===== src/hdl/jmbq_pkg.sv =====
`timescale 1ns / 1ps

package jmbq_pkg;

    // Number of debounced buttons: the stick button first, then four keys.
    localparam int NUM_BTN   = 5;
    localparam int BTN_IDX_W = $clog2(NUM_BTN);

    // Field widths of one poll and one result.
    localparam int TIME_W   = 32;
    localparam int SAMPLE_W = 12;
    localparam int KEYS_W   = 4;
    localparam int MOVE_W   = 8;
    localparam int SPEED_W  = 7;
    localparam int DZ_W     = 11;
    localparam int MS_W     = 16;
    localparam int CLICK_W  = 2;

    // Scaled numerator (|d| - deadzone) * top speed fits in this many bits.
    localparam int NUM_W = SAMPLE_W + SPEED_W;

    localparam int IN_TDATA_W  = 64;
    localparam int OUT_TDATA_W = 32;

    // Input tdata bit positions, lowest field first.
    localparam int IN_NOW_LSB   = 0;
    localparam int IN_SX_LSB    = IN_NOW_LSB + TIME_W;
    localparam int IN_SY_LSB    = IN_SX_LSB + SAMPLE_W;
    localparam int IN_STICK_LSB = IN_SY_LSB + SAMPLE_W;
    localparam int IN_KEYS_LSB  = IN_STICK_LSB + 1;
    localparam int IN_USED_W    = IN_KEYS_LSB + KEYS_W;

    // Output tdata bit positions, lowest field first.
    localparam int OUT_MX_LSB    = 0;
    localparam int OUT_MY_LSB    = OUT_MX_LSB + MOVE_W;
    localparam int OUT_MV_LSB    = OUT_MY_LSB + MOVE_W;
    localparam int OUT_CLICK_LSB = OUT_MV_LSB + 1;
    localparam int OUT_DOWN_LSB  = OUT_CLICK_LSB + CLICK_W;
    localparam int OUT_UP_LSB    = OUT_DOWN_LSB + KEYS_W;
    localparam int OUT_USED_W    = OUT_UP_LSB + KEYS_W;

    // Configuration port.
    localparam int CFG_IDX_W  = 3;
    localparam int CFG_DATA_W = 16;

    localparam logic [CFG_IDX_W-1:0] CFG_CENTER_X   = 3'd0;
    localparam logic [CFG_IDX_W-1:0] CFG_CENTER_Y   = 3'd1;
    localparam logic [CFG_IDX_W-1:0] CFG_DEADZONE   = 3'd2;
    localparam logic [CFG_IDX_W-1:0] CFG_TOP_SPEED  = 3'd3;
    localparam logic [CFG_IDX_W-1:0] CFG_DEBOUNCE   = 3'd4;
    localparam logic [CFG_IDX_W-1:0] CFG_LONG_PRESS = 3'd5;

    localparam logic [SAMPLE_W-1:0] RST_CENTER     = 12'd2048;
    localparam logic [DZ_W-1:0]     RST_DEADZONE   = 11'd50;
    localparam logic [SPEED_W-1:0]  RST_TOP_SPEED  = 7'd10;
    localparam logic [MS_W-1:0]     RST_DEBOUNCE   = 16'd30;
    localparam logic [MS_W-1:0]     RST_LONG_PRESS = 16'd1000;

    // Full-scale axis offset used as the top of the scaling range.
    localparam logic [SAMPLE_W-1:0] AXIS_FULL_SCALE = 12'd2048;

    localparam logic [CLICK_W-1:0] CLICKS_PRESS = 2'd1;
    localparam logic [CLICK_W-1:0] CLICKS_LONG  = 2'd2;

endpackage


===== src/hdl/joystick_mouse_button_qualifier_unit.sv =====
`timescale 1ns / 1ps

// Joystick to mouse poll qualifier.
// A poll enters on the s_axis channel: one transaction carries the millisecond
// timestamp, the X and Y joystick samples and the five raw button levels.
// Each poll yields exactly one result on the m_axis channel: the negated,
// dead-zoned and scaled motion steps, a motion flag, the stick click count and
// the debounced key down and up events.
// Registers are written through the plain write port (index, data, enable);
// the user must write them only while no poll is in flight; the block does not enforce it.
// The sequencer walks the five buttons through one shared 32-bit time
// subtractor (one button per cycle, then the long-press test), then runs
// each axis through one shared restoring divider, one quotient bit per cycle.
// A new poll is accepted only after the previous one has been handed to the
// output register.
// The result sits in an output register; while the receiver stalls the block
// still accepts and works on the next poll and only waits at its end until
// the output register is free.
// Reset (synchronous, active low) restores the register defaults, marks all
// buttons as raw and debounced pressed, clears all button timestamps and empties the
// output register.
module joystick_mouse_button_qualifier_unit (
    input  logic                                i_clk,
    input  logic                                i_rst_n,
    input  logic                                s_axis_tvalid,
    output logic                                s_axis_tready,
    // now_ms, sample_x, sample_y, stick_pressed, keys_pressed, zero fill
    input  logic [jmbq_pkg::IN_TDATA_W-1:0]     s_axis_tdata,
    output logic                                m_axis_tvalid,
    input  logic                                m_axis_tready,
    // move_x, move_y, move_valid, click_count, key_down_events,
    // key_up_events, zero fill
    output logic [jmbq_pkg::OUT_TDATA_W-1:0]    m_axis_tdata,
    input  logic                                i_cfg_we,
    input  logic [jmbq_pkg::CFG_IDX_W-1:0]      i_cfg_idx,
    input  logic [jmbq_pkg::CFG_DATA_W-1:0]     i_cfg_wdata
);

    localparam int NB  = jmbq_pkg::NUM_BTN;
    localparam int BW  = jmbq_pkg::BTN_IDX_W;
    localparam int TW  = jmbq_pkg::TIME_W;
    localparam int SW  = jmbq_pkg::SAMPLE_W;
    localparam int KW  = jmbq_pkg::KEYS_W;
    localparam int MW  = jmbq_pkg::MOVE_W;
    localparam int PW  = jmbq_pkg::SPEED_W;
    localparam int DW  = jmbq_pkg::DZ_W;
    localparam int HW  = jmbq_pkg::MS_W;
    localparam int CW  = jmbq_pkg::CLICK_W;
    localparam int QW  = jmbq_pkg::NUM_W;
    localparam int CNW = $clog2(QW);

    localparam logic [BW-1:0]  LAST_BTN = BW'(NB - 1);
    localparam logic [CNW-1:0] LAST_DIV = CNW'(QW - 1);

    typedef enum logic [7:0] {
        S_IDLE  = 8'b0000_0001,
        S_BTN   = 8'b0000_0010,
        S_LONG  = 8'b0000_0100,
        S_MUL_X = 8'b0000_1000,
        S_DIV_X = 8'b0001_0000,
        S_MUL_Y = 8'b0010_0000,
        S_DIV_Y = 8'b0100_0000,
        S_DONE  = 8'b1000_0000
    } t_state;

    t_state r_state, n_state;

    // Configuration registers.
    logic [SW-1:0] r_center_x, r_center_y;
    logic [DW-1:0] r_deadzone;
    logic [PW-1:0] r_top_speed;
    logic [HW-1:0] r_debounce_ms, r_long_press_ms;

    // Latched poll.
    logic [TW-1:0] r_now;
    logic [SW-1:0] r_sx, r_sy;
    logic [NB-1:0] r_raw;

    // Button state; index 0 is the stick, 1 to 4 the keys.
    logic [NB-1:0] r_raw_last;
    logic [NB-1:0] r_stable;
    logic [TW-1:0] r_change_time [NB];
    logic [TW-1:0] r_press_start;
    logic          r_long_done;
    logic          r_press_valid;
    logic          r_accepted_now;
    logic [BW-1:0] r_btn;

    // Working result.
    logic [CW-1:0] r_clicks;
    logic [KW-1:0] r_downs, r_ups;
    logic [MW-1:0] r_mx;

    // Shared divider.
    logic [QW-1:0]  r_dq, n_dq;
    logic [DW-1:0]  r_rem, n_rem;
    logic [CNW-1:0] r_cnt;
    logic           r_neg;

    // Output register.
    logic                            r_out_valid;
    logic [jmbq_pkg::OUT_TDATA_W-1:0] r_out_data;

    logic w_in_acc;
    assign s_axis_tready = (r_state == S_IDLE);
    assign w_in_acc      = s_axis_tvalid && s_axis_tready;
    assign m_axis_tvalid = r_out_valid;
    assign m_axis_tdata  = r_out_data;

    // ---------------- shared time subtractor ----------------
    logic          w_raw, w_changed, w_btn_acc, w_long_hit;
    logic [TW-1:0] w_sub_b, w_diff, w_thr;

    always_comb begin
        w_raw     = r_raw[r_btn];
        w_changed = (w_raw != r_raw_last[r_btn]);
        w_sub_b   = (r_state == S_LONG) ? r_press_start : r_change_time[r_btn];
        w_thr     = (r_state == S_LONG) ? TW'(r_long_press_ms) : TW'(r_debounce_ms);
        w_diff    = r_now - w_sub_b;
        w_btn_acc = !w_changed && (w_diff > w_thr) && (r_stable[r_btn] != w_raw);
        w_long_hit = !r_accepted_now && r_stable[0] && r_press_valid && !r_long_done &&
                     !(w_thr > w_diff);
    end

    // ---------------- axis numerator ----------------
    logic [SW-1:0] w_sample, w_center, w_mag, w_excess;
    logic [SW:0]   w_d;
    logic          w_d_neg;
    logic [QW-1:0] w_num;
    logic [SW-1:0] w_divisor;

    always_comb begin
        w_sample  = (r_state == S_MUL_Y) ? r_sy : r_sx;
        w_center  = (r_state == S_MUL_Y) ? r_center_y : r_center_x;
        w_d       = {1'b0, w_sample} - {1'b0, w_center};
        w_d_neg   = w_d[SW];
        w_mag     = w_d_neg ? SW'(-w_d) : w_d[SW-1:0];
        w_excess  = w_mag - SW'(r_deadzone);
        if (w_mag > SW'(r_deadzone)) begin
            w_num = QW'(w_excess) * QW'(r_top_speed);
        end else begin
            w_num = '0;
        end
        w_divisor = jmbq_pkg::AXIS_FULL_SCALE - SW'(r_deadzone);
    end

    // ---------------- restoring divider step ----------------
    logic [SW-1:0] w_trial;
    logic          w_ge;

    always_comb begin
        w_trial = {r_rem, r_dq[QW-1]};
        w_ge    = (w_trial >= w_divisor);
        n_rem   = w_ge ? DW'(w_trial - w_divisor) : w_trial[DW-1:0];
        n_dq    = {r_dq[QW-2:0], w_ge};
    end

    // Clamp the finished quotient and apply the reporting sign.
    logic [PW-1:0] w_qmag;
    logic [MW-1:0] w_move;

    always_comb begin
        w_qmag = (r_dq > QW'(r_top_speed)) ? r_top_speed : r_dq[PW-1:0];
        w_move = r_neg ? {1'b0, w_qmag} : MW'(-{1'b0, w_qmag});
    end

    // ---------------- sequencer ----------------
    logic w_out_free;
    assign w_out_free = !r_out_valid || m_axis_tready;

    always_comb begin
        n_state = r_state;
        unique case (r_state)
            S_IDLE:  if (w_in_acc) n_state = S_BTN;
            S_BTN:   if (r_btn == LAST_BTN) n_state = S_LONG;
            S_LONG:  n_state = S_MUL_X;
            S_MUL_X: n_state = S_DIV_X;
            S_DIV_X: if (r_cnt == LAST_DIV) n_state = S_MUL_Y;
            S_MUL_Y: n_state = S_DIV_Y;
            S_DIV_Y: if (r_cnt == LAST_DIV) n_state = S_DONE;
            S_DONE:  if (w_out_free) n_state = S_IDLE;
            default: n_state = S_IDLE;
        endcase
    end

    always_ff @(posedge i_clk) begin
        if (!i_rst_n) begin
            r_state <= S_IDLE;
        end else begin
            r_state <= n_state;
        end
    end

    // Configuration writes.
    always_ff @(posedge i_clk) begin
        if (!i_rst_n) begin
            r_center_x      <= jmbq_pkg::RST_CENTER;
            r_center_y      <= jmbq_pkg::RST_CENTER;
            r_deadzone      <= jmbq_pkg::RST_DEADZONE;
            r_top_speed     <= jmbq_pkg::RST_TOP_SPEED;
            r_debounce_ms   <= jmbq_pkg::RST_DEBOUNCE;
            r_long_press_ms <= jmbq_pkg::RST_LONG_PRESS;
        end else if (i_cfg_we) begin
            unique case (i_cfg_idx)
                jmbq_pkg::CFG_CENTER_X:   r_center_x      <= i_cfg_wdata[SW-1:0];
                jmbq_pkg::CFG_CENTER_Y:   r_center_y      <= i_cfg_wdata[SW-1:0];
                jmbq_pkg::CFG_DEADZONE:   r_deadzone      <= i_cfg_wdata[DW-1:0];
                jmbq_pkg::CFG_TOP_SPEED:  r_top_speed     <= i_cfg_wdata[PW-1:0];
                jmbq_pkg::CFG_DEBOUNCE:   r_debounce_ms   <= i_cfg_wdata[HW-1:0];
                jmbq_pkg::CFG_LONG_PRESS: r_long_press_ms <= i_cfg_wdata[HW-1:0];
                default: ;
            endcase
        end
    end

    // Poll latch (payload, no reset).
    always_ff @(posedge i_clk) begin
        if (w_in_acc) begin
            r_now <= s_axis_tdata[jmbq_pkg::IN_NOW_LSB +: TW];
            r_sx  <= s_axis_tdata[jmbq_pkg::IN_SX_LSB +: SW];
            r_sy  <= s_axis_tdata[jmbq_pkg::IN_SY_LSB +: SW];
            r_raw <= {s_axis_tdata[jmbq_pkg::IN_KEYS_LSB +: KW],
                      s_axis_tdata[jmbq_pkg::IN_STICK_LSB]};
        end
    end

    // Button walk and long-press test.
    always_ff @(posedge i_clk) begin
        if (!i_rst_n) begin
            r_raw_last     <= '1;
            r_stable       <= '1;
            for (int i = 0; i < NB; i++) begin
                r_change_time[i] <= '0;
            end
            r_press_start  <= '0;
            r_long_done    <= 1'b0;
            r_press_valid  <= 1'b0;
            r_accepted_now <= 1'b0;
            r_btn          <= '0;
            r_clicks       <= '0;
            r_downs        <= '0;
            r_ups          <= '0;
        end else if (w_in_acc) begin
            r_btn          <= '0;
            r_accepted_now <= 1'b0;
            r_clicks       <= '0;
            r_downs        <= '0;
            r_ups          <= '0;
        end else if (r_state == S_BTN) begin
            r_btn <= r_btn + 1'b1;
            if (w_changed) begin
                r_raw_last[r_btn]    <= w_raw;
                r_change_time[r_btn] <= r_now;
            end
            if (w_btn_acc) begin
                r_stable[r_btn] <= w_raw;
            end
            if (r_btn == '0) begin
                if (w_btn_acc) begin
                    r_long_done <= 1'b0;
                    if (w_raw) begin
                        r_press_start  <= r_now;
                        r_press_valid  <= 1'b1;
                        r_clicks       <= jmbq_pkg::CLICKS_PRESS;
                        r_accepted_now <= 1'b1;
                    end else begin
                        r_press_start <= '0;
                        r_press_valid <= 1'b0;
                    end
                end
            end else begin
                // Keys arrive in bit order, so shifting in from the top
                // leaves key k in bit k after the fourth key.
                r_downs <= {w_btn_acc && w_raw, r_downs[KW-1:1]};
                r_ups   <= {w_btn_acc && !w_raw, r_ups[KW-1:1]};
            end
        end else if (r_state == S_LONG) begin
            if (w_long_hit) begin
                r_long_done <= 1'b1;
                r_clicks    <= r_clicks + jmbq_pkg::CLICKS_LONG;
            end
        end
    end

    // Axis scaling through the shared divider.
    always_ff @(posedge i_clk) begin
        if (!i_rst_n) begin
            r_cnt <= '0;
        end else if (r_state == S_MUL_X || r_state == S_MUL_Y) begin
            r_cnt <= '0;
        end else if (r_state == S_DIV_X || r_state == S_DIV_Y) begin
            r_cnt <= r_cnt + 1'b1;
        end
    end

    always_ff @(posedge i_clk) begin
        if (r_state == S_MUL_X || r_state == S_MUL_Y) begin
            r_dq  <= w_num;
            r_rem <= '0;
            r_neg <= w_d_neg;
        end else if (r_state == S_DIV_X || r_state == S_DIV_Y) begin
            r_dq  <= n_dq;
            r_rem <= n_rem;
        end
        // The X quotient is finished when the Y axis is set up.
        if (r_state == S_MUL_Y) begin
            r_mx <= w_move;
        end
    end

    // Output register.
    always_ff @(posedge i_clk) begin
        if (!i_rst_n) begin
            r_out_valid <= 1'b0;
        end else if (r_state == S_DONE && w_out_free) begin
            r_out_valid <= 1'b1;
        end else if (m_axis_tready) begin
            r_out_valid <= 1'b0;
        end
    end

    always_ff @(posedge i_clk) begin
        if (r_state == S_DONE && w_out_free) begin
            r_out_data <= {(jmbq_pkg::OUT_TDATA_W - jmbq_pkg::OUT_USED_W)'(0),
                           r_ups, r_downs, r_clicks,
                           (r_mx != '0) || (w_move != '0),
                           w_move, r_mx};
        end
    end

endmodule


===== config.mk =====
export PLATFORM = sky130hd
export DESIGN_NAME = joystick_mouse_button_qualifier_unit
export DESIGN_NICKNAME = d
export VERILOG_FILES = /design/src/hdl/jmbq_pkg.sv /design/src/hdl/joystick_mouse_button_qualifier_unit.sv
export SDC_FILE = /design/constraint.sdc
export NUM_CORES = 1
export LEC_CHECK = 0
export BUFFER_PORTS_ARGS = -buffer_cell sky130_fd_sc_hd__buf_2
export CORE_ASPECT_RATIO = 0.9
export CORE_MARGIN = 2
export CORE_UTILIZATION = 62
export DETAILED_ROUTE_END_ITERATION = 8
export PLACE_DENSITY = 0.83
export SYNTH_ARGS = -nofsm -noshare
export SYNTH_HDL_FRONTEND = slang
export SYNTH_SLANG_ARGS = --single-unit

===== constraint.sdc =====
create_clock -name i_clk -period 12.1 [get_ports i_clk]
set_input_delay 2.42 -clock i_clk [delete_from_list [all_inputs] [get_ports i_clk]]
set_output_delay 2.42 -clock i_clk [all_outputs]
set_load 0.005 [all_outputs]

# After elaboration in Yosys (flattened, before gate mapping)

Memories as Yosys holds them, arrays and structs flattened. A register that Yosys moved wholly into a read port is not among the register bits.
Index checks and enable logic that the tools add are counted.
W data, S select, Z words.

Register bits after elaboration: 273
Latch bits: 0
Memory bits (writable): 160
Memory bits (read-only): 0
Input bits: 88
Output and inout port bits: 34
Memories: 1

Memories:

| memory        | words | bits a word | read ports | clocked after memory_dff | wr ports | RTL line                                   | source |
|---|---|---|---|---|---|---|---|
| r_change_time | 5     | 32          | 1          | 1                        | 5        | joystick_mouse_button_qualifier_unit.sv:82 | `logic [TW-1:0] r_change_time [NB];` |

Add/subtract/negate cells: 10
Multipliers: 1
Div/mod/pow operators: 0
Magnitude comparators: 7
Equality and inequality tests: 25
Shifts and indexed selects: 0
Mux-type cells: 53
Bitwise operators: 3
Reduce and logical (&&, ||, !) cells: 46

Operators with widths:

| operator                 | number |
|---|---|
| $mux W32                 | 3 |
| $pmux W8 S8              | 1 |
| $mux W19                 | 3 |
| $mux W8                  | 6 |
| $mux W12                 | 3 |
| $gt A16 B32 Y1           | 1 |
| $gt A32 B16 Y1           | 1 |
| $reduce_or A32 Y1        | 1 |
| $sub A32 B32 Y32         | 1 |
| $gt A19 B7 Y1            | 1 |
| $mul A12 B7 Y19          | 1 |
| $mux W1                  | 19 |
| $mux W16                 | 1 |
| $reduce_bool A8 Y1       | 2 |
| $reduce_and A5 Y1        | 3 |
| $reduce_and A2 Y1        | 7 |
| $sub A12 B12 Y13         | 1 |
| $ge A12 B12 Y1           | 1 |
| $gt A12 B11 Y1           | 1 |
| $mux W2                  | 6 |
| $ne A2 B2 Y1 const B     | 6 |
| $neg A12 Y12             | 1 |
| $sub A12 B11 Y12         | 1 |
| $sub A12 B11 Y12 const A | 1 |
| other kinds (36)         | 73 |

# Longest topological paths before layout

Gate-level depths: netlist (run 1).

Depth after elaboration: 10
Mapped depth: 47
Gate-level depth less buffers: 46

# Worst setup path before layout (run 1)

OpenSTA, ideal clock, no wires.

Path kind: register to register
From: reg r_state[7]
To: reg r_dq[17] (data pin)
Setup time: 256 ps
Arrival time: 9406 ps
Path slack: 2437 ps
Cell stages (with the launch flop): 46
Period minus slack after synthesis: 9663 ps
Cells stage by stage: dfxtp_1 > nor4_1 > nand4b_1 > clkbuf_1 > inv_1 > buf_1 > nand2_1 > nand2_1 > ha_1 > a21o_1 > a211oi_1 > nor2_1 > o211ai_1 > a21boi_0 > nor3_1 > o21bai_1 > inv_1 > o21ai_0 > (+10 left out) > xnor2_1 > and2_1 > fa_1 > fa_1 > fa_1 > inv_1 > fa_1 > inv_1 > ha_1 > and2_1 > a31oi_1 > o21ai_0 > o41a_1 > a31o_2 > a21o_1 > a21oi_1 > xnor2_1 > a22o_1

Elaborated cells on any way between the ends: 13
Those cells by class: 3 x add/sub; 1 x mul; 1 x order compare; 2 x eq/ne; 5 x mux; 1 x reduce/logical

RTL lines:

| item                        | RTL line                                                                                 | source |
|---|---|---|
| from (decl)                 | joystick_mouse_button_qualifier_unit.sv:66                                               | `t_state r_state, n_state;` |
| from (signal assigned)      | joystick_mouse_button_qualifier_unit.sv:190                                              | `r_state <= n_state;` |
| $eq A8 B6 Y1 *              | joystick_mouse_button_qualifier_unit.sv:133, joystick_mouse_button_qualifier_unit.sv:134 |  |
| $mux W12 (on tied branches) | joystick_mouse_button_qualifier_unit.sv:133, joystick_mouse_button_qualifier_unit.sv:134 |  |
| $sub A12 B12 Y13 *          | joystick_mouse_button_qualifier_unit.sv:135                                              | `w_d = {1'b0, w_sample} - {1'b0, w_center};` |
| net w_d[12]                 | joystick_mouse_button_qualifier_unit.sv:127                                              | `logic [SW:0] w_d;` |
| $mux W12 *                  | joystick_mouse_button_qualifier_unit.sv:137                                              | `w_mag = w_d_neg ? SW'(-w_d) : w_d[SW-1:0];` |
| $sub A12 B11 Y12            | joystick_mouse_button_qualifier_unit.sv:138                                              | `w_excess = w_mag - SW'(r_deadzone);` |
| $mul A12 B7 Y19             | joystick_mouse_button_qualifier_unit.sv:140                                              | `w_num = QW'(w_excess) * QW'(r_top_speed);` |
| $mux W19 *                  | joystick_mouse_button_qualifier_unit.sv:139                                              | `if (w_mag > SW'(r_deadzone)) begin` |
| $mux W19 *                  | joystick_mouse_button_qualifier_unit.sv:297                                              | `if (r_state == S_MUL_X \|\| r_state == S_MUL_Y) begin` |
| to (signal assigned)        | joystick_mouse_button_qualifier_unit.sv:298                                              | `r_dq <= w_num;` |
| to (signal assigned)        | joystick_mouse_button_qualifier_unit.sv:302                                              | `r_dq <= n_dq;` |
| to (decl)                   | joystick_mouse_button_qualifier_unit.sv:95                                               | `logic [QW-1:0] r_dq, n_dq;` |

The timed path passes the listed nets; every way through them passes the cells marked *.
A chain may end at the register's enable or synchronous reset.

# Worst setup path in the final report (run 1)

From: reg r_state[1]
To: reg r_dq[17] (data pin)

The elaborated chain is that of the path after synthesis.

==> metrics, run 1 <==
IO Port Bufs 113; initial core utilization 62.8%; critical path's top delay family compound AO/OA/AOI/OAI gates; clock-pin slew on the worst setup and hold paths 70 ps; ys async rst share 0%; largest net degree at the start of global routing 86; GRT Overall Usage 28.6%; Power Density 185 mW/mm²; number of synthesized flops with an enable pin 372; largest family of logic cells by synthesized area simple AND/OR/NAND/NOR gates; Fin Hold WS 443 ps; prevailing post-synth register cell edfxtp_1; layout cells sized above 1 13.0%; Max VDD drop 239 µV; setup repair after global routing missed its margin no; width of the die 230 µm; io pins 122; vias in the first global route 20,500; Least-Margin Pin Slew 1220 ps; register area share after synthesis 50.6%; antenna-violating nets left 0; most frequent cells in the layout 372 x edfxtp_1, 310 x nand2_1, 202 x and2_1; die height 207 µm; DR DRC count 0; period utilisation layout 91.6%; clock skew 21.9 ps; post-synthesis simple-gate area fraction 15.8%; Cells after Synth 2,527; CORE AREA 0.0453 mm²; grt total ovfl 0; cell taking the most area after synthesis edfxtp_1; Longest Clk Path Bufs 3; clk_lat worst skew 620 ps; area grow syn2layout 11.2%; first-pass GRT wire length 107,000 µm; Fin Setup TNS 0 ps; Final Setup Violations 0; multi-input combinational cell area 0.0135 mm²; GP Congestion 0.941; mux share of post-synthesis cell area 8.35%; row cnt 74; Syn Area/Cell 11.2 µm²; nature of the critical path startpoint register; Critical Path Slowest Stage Cell fa_1; Syn. warnings 0; kind of critical path register to register; fin util 69.8%; Slew HR 18.4%; FF+latch area 0.0144 mm²; delay of the slowest critical-path stage 550 ps; CP required 12,480 ps; CP endpoint kind register; status complete, no violations; fmax 90.3 MHz; Compound-Gate Fraction of Synth Area 9.31%; initial antenna violation count 1; Post-Syn Area 0.0284 mm²; leak pwr 0.0124 µW; starting DRC count in detailed routing 1,905; Synth Area in XOR/XNOR 2.80%; final net count 2,954; Seq cells post-synth 532; number of buffers created by CTS 53; Synth Area in Adders 9.59%; top-area cell type share of the netlist area 39.3%; htree depth 2; total length of routed wires 67,400 µm; Via Count 20,200; DR WL/cell 20.2 µm; Buf/Inv on CP 6; commonest non-fill, non-tap cell in the layout edfxtp_1; Slew Viols, Final 0; final worst path period need 11,080 ps; post-synthesis cell type count 92; Clock Sink Count 532; clock root buffer clkbuf_16; Max Cap Violations 0; Crit path top cell by count o21ai_0; fillers 3,134; crit-path max FO 26; TritonRoute pass-1 iters 8; dpl hpwl 45,600 µm; vias per cell 6.06; CTS tree built; Hold-fix buffers, CTS 0; DIE AREA 0.0476 mm²; Worst Hold Class register to register; Critical Path AT 11,460 ps; final hold viol count 0; largest cells by area after synthesis edfxtp_1 39%, dfxtp_1 11%, ha_1 5.9%
-- per-layer routing --
layer	wire [µm]	track usage, %	share of wire (%)	vias to the layer above
met2	31700	46.2	47	837
met1	28100	39.2	42	9922
met4	2180	10.2	3.2	2
li1	-	-	-	9285
met3	5390	4.80	8.0	160
met5	11	0	0.016	-
-- layout make-up --
cell class / count / share of cell area, %
tap: 608 / 2.41
antenna: 1 / 0.00792
multi-input combinational: 1847 / 42.8
sequential: 532 / 45.5
clock inverter: 24 / 1.00
timing repair buffer: 131 / 2.22
inverter: 115 / 1.37
clock buffer: 76 / 4.73
-- worst paths after layout --
path / startpoint / endpoint / slack [ps] / depth (start not counted)
setup / recovery: r_state[1] / r_dq[17] / 1020 / 46
hold / removal: r_clicks[0] / m_axis_tdata[17] / 440 / 0
setup reg to reg: r_state[1] / r_dq[17] / 1020 / 46
hold reg to reg: r_clicks[0] / m_axis_tdata[17] / 440 / 0
-- per-stage QoR --
| stage | cell area [µm²] | total power, µW | setup slack [ps] | cells |
|---|---|---|---|---|
| global placement | 29800 | 4050 | 1300 | 3233 |
| global route | 31600 | 6190 | 270 | 3333 |
| detailed placement | 29800 | 4140 | 1030 | 3233 |
| floorplan | 28800 | 3700 | 2440 | 2627 |
| CTS | 31600 | 5840 | 978 | 3333 |
| finish | 31600 | 5840 | 1020 | 3334 |
-- state kept, by name, summed over array words and instances (netlist names), 16 cells and up, named ones only --
register	cells
m_axis_tdata	27
r_change_time	256
r_debounce_ms	16
r_dq	19
r_long_press_ms	16
r_now	32
r_press_start	32
-- Yosys cell counts (all sizes together) (7+ instances only) --
master	number
a211oi	7
a21boi	7
a21o	22
a21oi	138
a22o	19
a31oi	9
and2	203
and3	9
buf	49
clkbuf	84
dfxtp	160
edfxtp	372
fa	53
ha	133
inv	114
mux2	20
mux2i	66
mux4	66
nand2	311
nand2b	17
nand3	106
nand4	24
nor2	114
nor2b	20
nor3	38
nor4	13
o211ai	14
o21a	15
o21ai	124
o21bai	8
or3	12
xnor2	66
xor2	25
-- what timing repair did --
action / in CTS / in global routing
setup buffers: 0 / 0
setup endpoints to repair: 0 / 1
gates resized for setup: 0 / 1
-- power breakdown --
group	internal (µW)	switching (µW)	total (µW)
clock network	993	709	1700
registers	2040	59.4	2100
logic	839	1200	2030
-- logic make-up after synthesis --
| family | count (synthesis) |
|---|---|
| simple gates | 899 |
| flops | 532 |
| compound gates | 418 |
| buf+inv | 248 |
| fa+ha+maj | 186 |
| mux | 152 |
| xor+xnor | 91 |
| other cells | 1 |
-- worst reg2reg max path: cells and delay by family (launching register included) --
| family | cells | cell delay [ps] |
|---|---|---|
| compound gates | 20 | 3930 |
| fa+ha+maj | 8 | 3230 |
| simple gates | 10 | 1840 |
| buf+inv | 6 | 1020 |
| xor+xnor | 2 | 480 |
| flops | 1 | 340 |
Note: power is estimated with default switching activity, not from simulation.
==> run 2: changes to the inputs <==
--- a/config.mk
+++ b/config.mk
@@ -8,9 +8,10 @@
 export BUFFER_PORTS_ARGS = -buffer_cell sky130_fd_sc_hd__buf_2
 export CORE_ASPECT_RATIO = 0.9
 export CORE_MARGIN = 2
-export CORE_UTILIZATION = 62
+export CORE_UTILIZATION = 64
+export CTS_BUF_LIST = sky130_fd_sc_hd__clkbuf_4
 export DETAILED_ROUTE_END_ITERATION = 8
-export PLACE_DENSITY = 0.83
+export PLACE_DENSITY = 0.85
 export SYNTH_ARGS = -nofsm -noshare
 export SYNTH_HDL_FRONTEND = slang
 export SYNTH_SLANG_ARGS = --single-unit
==> run 2 against run 1 <==
Against the previous run: clock skew up 52 ps; largest cell class unchanged; non-clock buffer count up 3; utilization up 1.8 points; highest routed layer unchanged; die area down 3.1%; largest power group unchanged.
==> metrics, run 2 (synthesized netlist as in run 1, its figures left out) <==
Max Cap Violations 0; commonest non-fill, non-tap cell in the layout edfxtp_1; CORE AREA 0.0440 mm²; io pins 122; Longest Clk Path Bufs 3; Buf/Inv on CP 6; Power Density 181 mW/mm²; htree depth 4; Finished Layout Cells 3,464; GRT Overall Usage 29.6%; final net count 3,037; Critical Path Slowest Stage Cell nor4_1; crit-path max FO 26; final worst path period need 11,090 ps; Clock Sink Count 532; row cnt 73; FF+latch area 0.0144 mm²; width of the die 226 µm; Least-Margin Pin Slew 1060 ps; Final Setup Violations 0; period utilisation layout 91.7%; setup repair after global routing missed its margin no; Resize count post-CTS 0; critical path's top delay family compound AO/OA/AOI/OAI gates; Post-CTS Setup Bufs 0; CP required 12,720 ps; Fin Hold WS 434 ps; Slew Viols, Final 0; delay of the slowest critical-path stage 540 ps; clk_lat worst skew 900 ps; layout cells sized above 1 17.2%; Largest Register r_change_time; fin util 71.6%; largest net degree at the start of global routing 69; Worst Hold Class register to register; multi-input combinational cell area 0.0135 mm²; Via Count 20,600; fmax 90.2 MHz; area grow syn2layout 11.0%; clock-pin slew on the worst setup and hold paths 70 ps; GP Congestion 0.941; grt total ovfl 0; initial antenna violation count 3; status complete, no violations; final hold viol count 0; vias in the first global route 20,700; first-pass GRT wire length 106,000 µm; kind of critical path register to register; Crit path top cell by count o21ai_0; TritonRoute pass-1 iters 6; leak pwr 0.0126 µW; CTS tree built; most frequent cells in the layout 372 x edfxtp_1, 310 x nand2_1, 202 x and2_1; fillers 3,049; Hold-fix buffers, CTS 0; antenna-violating nets left 0; initial core utilization 64.5%; Critical Path AT 11,710 ps; starting DRC count in detailed routing 1,847; number of buffers created by CTS 133; dpl hpwl 45,300 µm; max FFs per register 256; Max VDD drop 235 µV; Largest regs r_change_time x256, r_now x32, r_press_start x32; Fin Setup TNS 0 ps; final instance area 0.0315 mm²; clock root buffer clkbuf_4; Slew HR 29.2%; placed insts 3,228; vias per cell 5.95; instance area at placement 0.0298 mm²; DR WL/cell 19.3 µm; IO Port Bufs 113; clock skew 73.6 ps; nature of the critical path startpoint register; DR DRC count 0; die height 204 µm; CP endpoint kind register; total length of routed wires 66,900 µm; DIE AREA 0.0461 mm²
==> run 2: cell types whose count changed in the layout (fill, tap and decap cells not counted) <==
| cell | change |
|---|---|
| clkbuf_4 | +199 |
| clkinvlp_4 | +1 |
| clkbuf_1 | -16 |
| clkbuf_16 | -54 |
| clkinv_2 | -2 |
| buf_4 | +3 |
| inv_6 | -2 |
| diode_2 | +1 |
| clkbuf_8 | -6 |
| inv_1 | -1 |
| bufinv_16 | -4 |
| inv_2 | +5 |
| clkinv_1 | +16 |
| clkinv_8 | -2 |
==> run 2: layer usage <==
metal	vias to the layer above	track usage, %	wire length [µm]
li1	9523	-	-
met4	2	12.5	2180
met1	9991	39.6	27600
met3	181	7.35	6300
met5	-	0	18
met2	912	46.5	30800
==> run 2: final timing paths <==
| check | slack (ps) | from | end | depth (start not counted) |
|---|---|---|---|---|
| max | 1010 | r_state[2] | r_dq[17] | 46 |
| min | 430 | r_ups[0] | m_axis_tdata[23] | 0 |
| max reg2reg | 1010 | r_state[2] | r_dq[17] | 46 |
| min reg2reg | 430 | r_ups[0] | m_axis_tdata[23] | 0 |
==> run 2: cell type report <==
type	count	area share, %
antenna	2	0.0159
sequential	532	45.6
timing repair buffer	134	2.30
multi-input combinational	1847	42.9
inverter	115	1.38
tap	600	2.38
clock buffer	199	4.74
clock inverter	35	0.683
==> run 2: stage by stage <==
step	power [µW]	setup slack (ps)
2_1_floorplan	3700	2440
3_3_place_gp	4090	1290
3_5_place_dp	4180	867
4_1_cts	5710	848
5_1_grt	6080	166
6_report	5700	1010
==> run 2: where the power goes <==
group,total [µW],leakage [µW],internal [µW],switching [µW]
Clock,1530,0.00101,797,730
Combinational,2080,0.00660,846,1230
Sequential,2100,0.00497,2040,58.7
==> run 3: changes to the inputs <==
--- a/config.mk
+++ b/config.mk
@@ -5,13 +5,13 @@
 export SDC_FILE = /design/constraint.sdc
 export NUM_CORES = 1
 export LEC_CHECK = 0
-export BUFFER_PORTS_ARGS = -buffer_cell sky130_fd_sc_hd__buf_2
+export BUFFER_PORTS_ARGS = -buffer_cell sky130_fd_sc_hd__buf_4
 export CORE_ASPECT_RATIO = 0.9
 export CORE_MARGIN = 2
-export CORE_UTILIZATION = 64
+export CORE_UTILIZATION = 45
 export CTS_BUF_LIST = sky130_fd_sc_hd__clkbuf_4
 export DETAILED_ROUTE_END_ITERATION = 8
-export PLACE_DENSITY = 0.85
+export PLACE_DENSITY = 0.64
 export SYNTH_ARGS = -nofsm -noshare
 export SYNTH_HDL_FRONTEND = slang
 export SYNTH_SLANG_ARGS = --single-unit
==> run 3 against run 2 <==
Against the previous run: die area up 41%; critical path depth down 2; fmax up 0.46%; combinational power down 3%; register-to-register slack better by 50 ps; via count down 2.9%; sequential cell count unchanged; count of clock-buffer cells in the layout up 16; global-route usage down 8.0 points; worst hold slack better by 4.1 ps; utilization down 20 points; clock skew down 12 ps.
==> metrics, run 3 (synthesized netlist as in run 1, its figures left out) <==
leak pwr 0.0128 µW; IO Port Bufs 113; DR DRC count 0; Slew HR 26.3%; Buf/Inv on CP 5; setup repair after global routing missed its margin no; crit-path max FO 25; first-pass GRT wire length 109,000 µm; area grow syn2layout 13.6%; Crit path top cell by count o21ai_0; Post-CTS Setup Bufs 0; DR WL/cell 18.5 µm; FF+latch area 0.0144 mm²; CP required 12,850 ps; Max Cap Violations 0; final worst path period need 11,040 ps; fmax 90.6 MHz; instance area at placement 0.0304 mm²; Slew Viols, Final 0; TritonRoute pass-1 iters 7; Largest regs r_change_time x256, r_now x32, r_press_start x32; total length of routed wires 68,900 µm; largest net degree at the start of global routing 69; clock-pin slew on the worst setup and hold paths 70 ps; dpl hpwl 46,500 µm; fin util 51.6%; CTS tree built; Power Density 178 mW/mm²; most frequent cells in the layout 372 x edfxtp_1, 310 x nand2_1, 215 x clkbuf_4; commonest non-fill, non-tap cell in the layout edfxtp_1; Longest Clk Path Bufs 3; GP Congestion 0.879; htree depth 4; GRT Overall Usage 21.6%; initial antenna violation count 6; Max VDD drop 238 µV; clock root buffer clkbuf_4; number of buffers created by CTS 143; kind of critical path register to register; starting DRC count in detailed routing 1,419; max FFs per register 256; CP endpoint kind register; vias in the first global route 20,300; vias per cell 5.37; period utilisation layout 91.2%; Least-Margin Pin Slew 1100 ps; critical path's top delay family compound AO/OA/AOI/OAI gates; layout cells sized above 1 17.6%; clock skew 61.3 ps; final net count 3,046; fillers 5,609; Hold-fix buffers, CTS 0; die height 242 µm; nature of the critical path startpoint register; Via Count 20,000; flop-to-flop setup slack 1060 ps; final hold viol count 0; Largest Register r_change_time; Worst Hold Class register to register; delay of the slowest critical-path stage 560 ps; final instance area 0.0323 mm²; width of the die 269 µm; Fin Setup TNS 0 ps; grt total ovfl 0; DIE AREA 0.0652 mm²; Final Setup Violations 0; row cnt 87; CORE AREA 0.0626 mm²; antenna-violating nets left 0; status complete, no violations; clk_lat worst skew 1000 ps; Critical Path Slowest Stage Cell fa_1; Clock Sink Count 532; multi-input combinational cell area 0.0135 mm²; io pins 122; Critical Path AT 11,790 ps; initial core utilization 45.4%; Resize count post-CTS 0
run 3: cell count changes in the layout (fill, tap and decap cells not counted), moves of 4 or more:
cell	before	now
buf_4	22	133
buf_2	112	0
clkinvlp_4	6	1
clkbuf_4	199	215
inv_2	7	3
diode_2	2	7
inv_6	0	6
run 3: layout make-up:
type | count | share of cell area [%]
flip-flops and latches | 532 | 44.6
multi-input cells | 1847 | 41.9
clock buffers | 215 | 5.00
well taps | 845 | 3.28
repair buffers | 133 | 3.09
inverters | 115 | 1.34
clock inverters | 35 | 0.795
diodes | 7 | 0.0543
run 3: per-layer routing:
layer / global-route usage (%) / vias to the layer above / part of all wire (%)
met5: 0 / - / 0.033
met4: 8.35 / 4 / 2.9
met3: 4.91 / 140 / 5.7
met2: 35.1 / 541 / 47
met1: 28.0 / 9775 / 44
li1: - / 9561 / -
run 3: metrics by stage:
step	total power [µW]	hold WS [ps]	worst slack, ps	cells
finish	5750	438	1060	3729
global placement	4120	416	1310	3472
detailed placement	4160	427	1170	3472
global route	6200	442	144	3728
floorplan	3700	408	2440	2627
CTS	5820	440	1160	3722
run 3: final timing paths:
path	startpoint	to	depth (start not counted)
max reg2reg	r_state[1]	r_dq[17]	44
max	r_state[1]	r_dq[17]	44
min reg2reg	r_clicks[0]	m_axis_tdata[17]	0
min	r_clicks[0]	m_axis_tdata[17]	0
run 3: power breakdown:
part           total, µW  internal [µW]  leakage, µW  switching, µW
registers           2100           2040      0.00497           57.5
logic               2020            844      0.00669           1170
clock network       1630            864      0.00111            768
run 3: worst reg2reg max path: cells and delay by family (launching register included):
family                     cells  cell delay [ps]
AOI/OAI and AO/OA             20             4050
xor gates and xnor gates       2              500
adders and majority gates      8             3290
buffers and inverters          5              770
DFF                            1              340
muxes                          1              230
and+or+nand+nor                8             1660
